==> src/hw/rtl/bbip_pkg.sv <==
// package for the bit-plane binary inner product core
// holds sizes, reset values, register and mode codes, the per-word control struct and the count vector type
// no dependencies
`default_nettype none

package bbip_pkg;

    localparam int DIM       = 128;
    localparam int MAX_QBITS = 8;
    localparam int WORD_W    = 64;
    localparam int WORDS_MAX = DIM / WORD_W;
    localparam int GRP_W     = (WORDS_MAX > 1) ? $clog2(WORDS_MAX) : 1;
    localparam int BIT_IDX_W = $clog2(WORD_W);
    localparam int CNT_W     = $clog2(WORD_W) + 1;
    localparam int POS_W     = $clog2(DIM);
    localparam int LIMIT_W   = POS_W + 1;
    localparam int QB_W      = 4;
    localparam int WC_W      = 2;
    localparam int CMP_W     = GRP_W + WC_W + 1;
    localparam int QV_W      = 8;
    localparam int ACC_W     = 15;
    localparam int CEN_W     = 16;
    localparam int CFG_IDX_W = 1;
    localparam int CFG_W     = 4;

    localparam logic [QB_W-1:0] QUERY_BITS_RST = QB_W'(4);
    localparam logic [WC_W-1:0] WORD_COUNT_RST = WC_W'(2);

    typedef enum logic [CFG_IDX_W-1:0] {
        REG_QUERY_BITS = 1'b0,
        REG_WORD_COUNT = 1'b1
    } t_cfg_reg;

    typedef enum logic {
        MODE_LOAD = 1'b0,
        MODE_WORD = 1'b1
    } t_mode;

    // control that travels with one data word down the pipeline
    typedef struct packed {
        logic             first;
        logic             last;
        logic [ACC_W-1:0] qtotal;
    } t_word_ctl;

    typedef logic [MAX_QBITS-1:0][CNT_W-1:0] t_count_vec;

endpackage

`default_nettype wire

==> src/hw/rtl/bbip_lane.sv <==
// one bit-plane lane: plane word storage, AND with the data word, popcount
// uses bbip_pkg
`default_nettype none

module bbip_lane (
    input  wire logic                           i_clk,
    input  wire logic                           i_wr_en,
    input  wire logic [bbip_pkg::GRP_W-1:0]     i_wr_grp,
    input  wire logic [bbip_pkg::BIT_IDX_W-1:0] i_wr_sel,
    input  wire logic                           i_wr_bit,
    input  wire logic [bbip_pkg::GRP_W-1:0]     i_rd_grp,
    input  wire logic [bbip_pkg::WORD_W-1:0]    i_data_word,
    input  wire logic                           i_cap_en,
    output logic      [bbip_pkg::CNT_W-1:0]     o_count
);
    import bbip_pkg::*;

    logic [WORD_W-1:0] r_plane [WORDS_MAX];
    logic [WORD_W-1:0] masked;
    logic [1:0]        l1 [32];
    logic [2:0]        l2 [16];
    logic [3:0]        l3 [8];
    logic [4:0]        l4 [4];
    logic [5:0]        l5 [2];
    logic [CNT_W-1:0]  n_count;
    logic [CNT_W-1:0]  r_count;

    always_ff @(posedge i_clk) begin
        if (i_wr_en) begin
            r_plane[i_wr_grp][i_wr_sel] <= i_wr_bit;
        end
    end

    assign masked = i_data_word & r_plane[i_rd_grp];

    // popcount adder tree
    always_comb begin
        for (int k = 0; k < 32; k++) l1[k] = {1'b0, masked[2*k]} + {1'b0, masked[2*k+1]};
        for (int k = 0; k < 16; k++) l2[k] = {1'b0, l1[2*k]} + {1'b0, l1[2*k+1]};
        for (int k = 0; k < 8; k++)  l3[k] = {1'b0, l2[2*k]} + {1'b0, l2[2*k+1]};
        for (int k = 0; k < 4; k++)  l4[k] = {1'b0, l3[2*k]} + {1'b0, l3[2*k+1]};
        for (int k = 0; k < 2; k++)  l5[k] = {1'b0, l4[2*k]} + {1'b0, l4[2*k+1]};
        n_count = {1'b0, l5[0]} + {1'b0, l5[1]};
    end

    always_ff @(posedge i_clk) begin
        if (i_cap_en) begin
            r_count <= n_count;
        end
    end

    assign o_count = r_count;

endmodule

`default_nettype wire

==> src/hw/rtl/bbip_merge.sv <==
// merging stage: weights each lane popcount by two to the power of its plane index and sums them
// uses bbip_pkg
`default_nettype none

module bbip_merge (
    input  wire logic                    i_clk,
    input  wire logic                    i_en,
    input  wire bbip_pkg::t_count_vec    i_counts,
    input  wire bbip_pkg::t_word_ctl     i_ctl,
    output logic [bbip_pkg::ACC_W-1:0]   o_sum,
    output bbip_pkg::t_word_ctl          o_ctl
);
    import bbip_pkg::*;

    logic [ACC_W-1:0] n_sum;
    logic [ACC_W-1:0] r_sum;
    t_word_ctl        r_ctl;

    always_comb begin
        n_sum = '0;
        for (int i = 0; i < MAX_QBITS; i++) begin
            n_sum = n_sum + (ACC_W'(i_counts[i]) << i);
        end
    end

    always_ff @(posedge i_clk) begin
        if (i_en) begin
            r_sum <= n_sum;
            r_ctl <= i_ctl;
        end
    end

    assign o_sum = r_sum;
    assign o_ctl = r_ctl;

endmodule

`default_nettype wire

==> src/hw/rtl/bitplane_binary_inner_product_core.sv <==
// top level of the bit-plane binary inner product core
// uses bbip_pkg, bbip_lane and bbip_merge
`default_nettype none

// Query values are loaded one per transfer (mode 0) and spread over
// MAX_QBITS plane lanes; data code words (mode 1) then stream at one word per
// cycle while the input is not stalled, each lane ANDing the word with its
// plane and popcounting it in the accept cycle. The merging stage then weights
// and sums the registered lane counts, and the accumulator and output register
// follow; a vector's result is valid once its last word has passed the lane,
// merging and output registers. The sustained rate of one item per clock is set
// by the 64-bit popcount in each lane and by the eight-term weighted sum in the
// merging stage. A held result stalls the input only when a further finished
// result reaches the merging stage behind it and a word waits in the lane
// registers. query_bits and word_count may only be written while the core is
// idle; query planes that were never loaded read as undefined.
module bitplane_binary_inner_product_core (
    input  wire logic                              i_clk,
    input  wire logic                              i_rst_n,
    input  wire logic                              i_cfg_wr_en,
    input  wire logic [bbip_pkg::CFG_IDX_W-1:0]    i_cfg_index,
    input  wire logic [bbip_pkg::CFG_W-1:0]        i_cfg_data,
    input  wire logic                              i_in_valid,
    output logic                                   o_in_ready,
    input  wire logic                              i_mode,
    input  wire logic [bbip_pkg::QV_W-1:0]         i_query_value,
    input  wire logic [bbip_pkg::WORD_W-1:0]       i_data_word,
    output logic                                   o_out_valid,
    input  wire logic                              i_out_ready,
    output logic      [bbip_pkg::ACC_W-1:0]        o_inner_product,
    output logic signed [bbip_pkg::CEN_W-1:0]      o_centered_product
);
    import bbip_pkg::*;

    logic [QB_W-1:0]   r_query_bits;
    logic [WC_W-1:0]   r_word_count;
    logic [POS_W-1:0]  r_load_pos;
    logic [GRP_W-1:0]  r_word_pos;
    logic [ACC_W-1:0]  r_qtotal;
    logic [ACC_W-1:0]  r_acc;
    logic              r_a_valid;
    t_word_ctl         r_a_ctl;
    logic              r_b_valid;
    logic              r_out_valid;
    logic [ACC_W-1:0]  r_inner;
    logic [CEN_W-1:0]  r_centered;

    logic [QB_W-1:0]    planes;
    logic [WC_W-1:0]    words;
    logic [LIMIT_W-1:0] limit;
    logic [POS_W-1:0]   pos;
    logic [LIMIT_W-1:0] pos_inc;
    logic [POS_W-1:0]   n_load_pos;
    logic [ACC_W-1:0]   n_qtotal;
    logic [GRP_W-1:0]   wp;
    logic [CMP_W-1:0]   wp_inc;
    logic               word_last;
    t_word_ctl          n_a_ctl;
    logic [MAX_QBITS-1:0] plane_bit;

    logic               in_fire;
    logic               load_fire;
    logic               word_fire;
    logic               out_free;
    logic               b_move;
    logic               b_ready;
    logic               a_move;

    t_count_vec         counts;
    logic [ACC_W-1:0]   b_sum;
    t_word_ctl          b_ctl;
    logic [ACC_W-1:0]   n_acc;
    logic [CEN_W-1:0]   n_centered;

    // handshake and pipeline flow
    assign out_free   = !r_out_valid || i_out_ready;
    assign b_move     = r_b_valid && (!b_ctl.last || out_free);
    assign b_ready    = !r_b_valid || b_move;
    assign a_move     = r_a_valid && b_ready;
    assign o_in_ready = !r_a_valid || b_ready;
    assign in_fire    = i_in_valid && o_in_ready;
    assign load_fire  = in_fire && (i_mode == MODE_LOAD);
    assign word_fire  = in_fire && (i_mode == MODE_WORD);

    // clamp register values into their legal ranges
    always_comb begin
        if (r_query_bits == '0) begin
            planes = QB_W'(1);
        end else if (r_query_bits > QB_W'(MAX_QBITS)) begin
            planes = QB_W'(MAX_QBITS);
        end else begin
            planes = r_query_bits;
        end
        if (r_word_count == '0) begin
            words = WC_W'(1);
        end else if (CMP_W'(r_word_count) > CMP_W'(WORDS_MAX)) begin
            words = WC_W'(WORDS_MAX);
        end else begin
            words = r_word_count;
        end
    end

    // query load position and running query sum
    always_comb begin
        limit      = LIMIT_W'(words) << BIT_IDX_W;
        pos        = (LIMIT_W'(r_load_pos) < limit) ? r_load_pos : '0;
        pos_inc    = LIMIT_W'(pos) + LIMIT_W'(1);
        n_load_pos = (pos_inc >= limit) ? '0 : POS_W'(pos_inc);
        n_qtotal   = (pos == '0) ? ACC_W'(i_query_value)
                                 : r_qtotal + ACC_W'(i_query_value);
    end

    // data word position within the vector
    // a stale position clamps to word 0 but keeps the partial sum
    always_comb begin
        wp        = (CMP_W'(r_word_pos) < CMP_W'(words)) ? r_word_pos : '0;
        wp_inc    = CMP_W'(wp) + CMP_W'(1);
        word_last = (wp_inc >= CMP_W'(words));
        n_a_ctl.first  = (r_word_pos == '0);
        n_a_ctl.last   = word_last;
        n_a_ctl.qtotal = r_qtotal;
    end

    always_ff @(posedge i_clk) begin
        if (!i_rst_n) begin
            r_query_bits <= QUERY_BITS_RST;
            r_word_count <= WORD_COUNT_RST;
        end else if (i_cfg_wr_en) begin
            unique case (t_cfg_reg'(i_cfg_index))
                REG_QUERY_BITS: r_query_bits <= i_cfg_data[QB_W-1:0];
                REG_WORD_COUNT: r_word_count <= i_cfg_data[WC_W-1:0];
                default: ;
            endcase
        end
    end

    always_ff @(posedge i_clk) begin
        if (!i_rst_n) begin
            r_load_pos <= '0;
            r_word_pos <= '0;
            r_qtotal   <= '0;
        end else if (load_fire) begin
            r_load_pos <= n_load_pos;
            r_word_pos <= '0;
            r_qtotal   <= n_qtotal;
        end else if (word_fire) begin
            r_word_pos <= word_last ? '0 : GRP_W'(wp_inc);
        end
    end

    // plane lanes
    for (genvar g = 0; g < MAX_QBITS; g++) begin : g_lane
        assign plane_bit[g] = i_query_value[g] && (QB_W'(g) < planes);

        bbip_lane u_lane (
            .i_clk       (i_clk),
            .i_wr_en     (load_fire),
            .i_wr_grp    (GRP_W'(pos >> BIT_IDX_W)),
            .i_wr_sel    (~pos[BIT_IDX_W-1:0]),
            .i_wr_bit    (plane_bit[g]),
            .i_rd_grp    (wp),
            .i_data_word (i_data_word),
            .i_cap_en    (word_fire),
            .o_count     (counts[g])
        );
    end

    always_ff @(posedge i_clk) begin
        if (!i_rst_n) begin
            r_a_valid <= 1'b0;
        end else if (o_in_ready) begin
            r_a_valid <= word_fire;
        end
    end

    always_ff @(posedge i_clk) begin
        if (word_fire) begin
            r_a_ctl <= n_a_ctl;
        end
    end

    bbip_merge u_merge (
        .i_clk    (i_clk),
        .i_en     (a_move),
        .i_counts (counts),
        .i_ctl    (r_a_ctl),
        .o_sum    (b_sum),
        .o_ctl    (b_ctl)
    );

    always_ff @(posedge i_clk) begin
        if (!i_rst_n) begin
            r_b_valid <= 1'b0;
        end else if (b_ready) begin
            r_b_valid <= r_a_valid;
        end
    end

    // accumulate and form the result
    always_comb begin
        n_acc      = (b_ctl.first ? '0 : r_acc) + b_sum;
        n_centered = CEN_W'({n_acc, 1'b0}) - CEN_W'(b_ctl.qtotal);
    end

    always_ff @(posedge i_clk) begin
        if (!i_rst_n) begin
            r_acc <= '0;
        end else if (b_move) begin
            r_acc <= n_acc;
        end
    end

    always_ff @(posedge i_clk) begin
        if (!i_rst_n) begin
            r_out_valid <= 1'b0;
        end else if (b_move && b_ctl.last) begin
            r_out_valid <= 1'b1;
        end else if (i_out_ready) begin
            r_out_valid <= 1'b0;
        end
    end

    always_ff @(posedge i_clk) begin
        if (b_move && b_ctl.last) begin
            r_inner    <= n_acc;
            r_centered <= n_centered;
        end
    end

    assign o_out_valid        = r_out_valid;
    assign o_inner_product    = r_inner;
    assign o_centered_product = signed'(r_centered);

`ifndef ASSERT_OFF
    // input stalls only when every stage holds an item behind a waiting result
    a_stall_full: assert property (@(posedge i_clk) disable iff (!i_rst_n)
        !o_in_ready |-> (r_a_valid && r_b_valid && r_out_valid))
        else $error("input stalled with a free pipeline stage");

    // a result appears only from a finished vector in the merging stage
    a_out_source: assert property (@(posedge i_clk) disable iff (!i_rst_n)
        $rose(r_out_valid) |-> $past(r_b_valid && b_ctl.last))
        else $error("result without a finished vector");

    // query loads never enter the word pipeline
    a_load_no_word: assert property (@(posedge i_clk) disable iff (!i_rst_n)
        load_fire |=> !r_a_valid)
        else $error("query load entered the word pipeline");
`endif

endmodule

`default_nettype wire
==> config.mk <==
export PLATFORM = sky130hd
export DESIGN_NAME = bitplane_binary_inner_product_core
export DESIGN_NICKNAME = d
export VERILOG_FILES = /design/src/hw/rtl/bbip_pkg.sv /design/src/hw/rtl/bbip_lane.sv /design/src/hw/rtl/bbip_merge.sv /design/src/hw/rtl/bitplane_binary_inner_product_core.sv
export SDC_FILE = /design/constraint.sdc
export NUM_CORES = 2
export LEC_CHECK = 0
export ABC_AREA = 0
export BUFFER_PORTS_ARGS = -buffer_cell sky130_fd_sc_hd__buf_2
export CORE_UTILIZATION = 40
export CTS_CLUSTER_SIZE = 8
export DETAILED_ROUTE_END_ITERATION = 10
export GPL_TIMING_DRIVEN = 0
export SLEW_MARGIN = 10
export SYNTH_ARGS = -nofsm -noshare
export SYNTH_HDL_FRONTEND = slang
export SYNTH_SLANG_ARGS = --single-unit
==> constraint.sdc <==
create_clock -name i_clk -period 7.7 [get_ports i_clk]
set_clock_uncertainty 0.2 [all_clocks]
set_input_delay 1.54 -clock i_clk [delete_from_list [all_inputs] [get_ports i_clk]]
set_output_delay 1.54 -clock i_clk [all_outputs]
set_load 0.05 [all_outputs]
==> reports/qor.txt <==
CTS buffer count: 170
FP Rows: 143
gpl congestion: 1.05
fin crit share: 103%
layout cells sized above 1: 11.7%
final wirelength: 223000 um
Post-Syn Nets: 5733
full die area: 0.156 mm2
max cap viols: 0
initial antenna violation count: 23
Slew HR: 9.00%
FFs w/ async S/R, synth: 0%
initial core utilization: 40.4%
total I/O pin count: 116
area of the core: 0.152 mm2
failing checks: setup timing
# port buffers: 103
Area contributors post-synth: edfxtp_1, fa_1, nand2_1
clk slew on worst S/H paths: 0.05 ns
Iter 0 DRT Violations: 5413
routed via count: 40600
Main synth FF type: edfxtp_1
Worst Path Max Fanout: 10
Synth Area per Inst: 12.3 um2
Synth top cells by count: nand2_1, edfxtp_1, inv_1
status: finished, violations left
Worst Path Required: 8.00 ns
Power Dens Cells: 444 mW/mm2
first-pass GRT wire length: 304000 um
Synth Warn #: 0
Fillers: 13500
Routed Antenna Nets: 0
vias in the first global route: 39200
worst min path class: reg -> reg
Synth area leader: edfxtp_1
fin util: 47.2%
Final Slew Violations: 0
sequential area share after synthesis: 58.0%
Die H: 394 um
clock sink total: 1206
Achievable Freq: 126 MHz
Worst-Skew Late Latency: 0.82 ns
fin nets: 6068
final-report setup violation count: 14
area share of the leading cell type in the synthesized netlist: 56.5%
largest net degree at the start of global routing: 65
most frequent cell after synthesis: nand2_1
synthesis-stage register bit count: 1206
CP endpoint kind: flop
DP Wirelength: 163000 um
post-synth design cell area: 0.0616 mm2
Chip Width: 394 um
worst vdd ir: 0.552 mV
area grow syn2layout: 16.7%
Design Area, Final: 0.0719 mm2
min Tclk post-route: 7.91 ns
worst-margin pin slew: 1.36 ns
crit path DAT: 8.21 ns
WS Path Type: reg -> reg
CTS tree: yes
Worst setup SP type: flop
global route overflow: 0
Detailed Routing Iterations Pass 1: 6
global router's overall resource usage: 28.6%
unrepaired setup endpoints after global routing: yes
final hold violations: 0
worst-case clock buffer depth: 3
# DRC: 0
synthesized netlist cell count: 4994
area occupied by multi-input gates: 0.0238 mm2
Setup WS post-layout: -0.211 ns
Via-to-Cell Ratio: 5.48
root buffer cell: clkbuf_16
WL per Instance: 30.1 um
H-Tree Depth: 4
library cells used by synthesis: 72
Cell Area, Placed: 0.0654 mm2
number of synthesized flops with an enable pin: 1160
FF/Latch Area: 0.0358 mm2
Leak: 29.1 nW
-- path summary, 6_finish.rpt --
path	cells past startpoint	to	startpoint	slack (ns)
worst min register to register	0	u_merge.o_ctl[14]$_DFFE_PP_	r_a_ctl[14]$_DFFE_PP_	0.21
worst min-delay path	0	u_merge.o_ctl[14]$_DFFE_PP_	r_a_ctl[14]$_DFFE_PP_	0.21
worst max-delay path	26	g_lane[4].u_lane.o_count[6]$_DFFE_PP_	r_word_count[1]$_SDFFE_PN1P_	-0.21
worst max register to register	26	g_lane[4].u_lane.o_count[6]$_DFFE_PP_	r_word_count[1]$_SDFFE_PN1P_	-0.21
-- final cells by class --
cell class                      count  area share (%)
Buffer                            153            2.47
Clock inverter                     16           0.505
Timing Repair Buffer              163            1.98
Clock buffer                      206            6.13
Sequential cell                  1206            49.7
Inverter                          485            2.54
Tap cell                         2030            3.53
Antenna cell                       11          0.0383
Multi-Input combinational cell   3150            33.1
-- per-layer routing --
layer | vias to the layer above | wire (um) | track usage [%] | part of all wire, %
met4 | 10 | 16100 | 17.4 | 7.2
met3 | 587 | 26300 | 7.88 | 12
met5 | - | 67 | 0 | 0.030
met2 | 2577 | 98200 | 43.1 | 44
li1 | 17200 | - | - | -
met1 | 20300 | 82700 | 36.6 | 37
-- what timing repair did --
item,4_1_cts,5_1_grt
hold buffers,0,0
pin swaps,16,29
gates resized for setup,404,142
setup endpoints to repair,56,28
setup buffers,24,7
gates cloned,0,1
-- per-stage QoR --
stage          worst slack, ns  instances  power [W]  setup TNS [ns]  hold WS, ns
6_report                -0.211       7420     0.0319           -1.22        0.212
5_1_grt                 -0.423       7411     0.0337           -4.24        0.218
4_1_cts                 -0.236       7401     0.0312           -1.88        0.215
3_5_place_dp             -2.06       7155     0.0239          -72.28        0.205
3_3_place_gp             -3.89       7127     0.0235        -1812.49        0.200
2_1_floorplan          0.00536       4994     0.0186               0        0.200
-- power by group --
part / total (W) / leakage, nW / internal (W) / switching [W]
Sequential: 0.00841 / 11.3 / 0.00832 / 0.0000908
Clock: 0.00693 / 2.29 / 0.00401 / 0.00292
Combinational: 0.0166 / 15.5 / 0.00690 / 0.00969
Total: 0.0319 / 29.1 / 0.0192 / 0.0127
-- kinds of logic (layout without fill, tap and decap cells) --
| kind of cell | Yosys count | count (layout) | share of synthesized area (%) |
|---|---|---|---|
| simple gates | 1942 | 1942 | 12.3 |
| flops | 1206 | 1206 | 58.0 |
| fa+ha+maj | 656 | 656 | 19.0 |
| buf+inv | 638 | 1023 | 4.05 |
| compound gates | 464 | 464 | 5.37 |
| xor+xnor | 82 | 82 | 1.17 |
| mux | 6 | 6 | 0.0975 |
| other cells | 0 | 11 | 0 |
-- cells in the final DEF, fill, tap and decap left out, drive strengths merged, types with 85 or more instances in the layout --
cell	netlist	layout
clkbuf	57	255
a21boi	240	240
nor2	191	191
inv	484	487
buf	96	267
a21oi	85	85
ha	192	192
nand2	1638	1638
fa	464	464
edfxtp	1160	1160
-- flip-flops by register name, indices dropped and copies added, names as in the netlist --
register               flops
o_inner_product           15
r_word_pos                 1
o_out_valid                1
r_acc                     15
r_qtotal                  15
r_load_pos                 7
r_a_valid                  1
o_centered_product        16
r_b_valid                  1
u_merge.o_ctl             17
r_query_bits               4
g_lane.u_lane.o_count     56
r_word_count               1
u_merge.o_sum             15
g_lane.u_lane.r_plane   1024
r_a_ctl                   17
-- critical path: stages (launching register included) --
cell and delay [ns]:
dfxtp_2 0.31, buf_6 0.13, nand2_4 0.23, clkbuf_8 0.26, buf_8 0.23, nand2_1 0.11
a21boi_2 0.22, fa_2 0.54, fa_2 0.64, inv_1 0.07, fa_1 0.54, inv_1 0.06
fa_1 0.53, inv_1 0.07, fa_2 0.59, fa_1 0.48, fa_1 0.48, fa_1 0.50
inv_1 0.05, ha_2 0.19, fa_2 0.41, a21oi_2 0.16, nor2_1 0.06, nor2_1 0.16
inv_1 0.08, a21oi_2 0.15, o21bai_2 0.09
(Power assumes the default switching activity.)
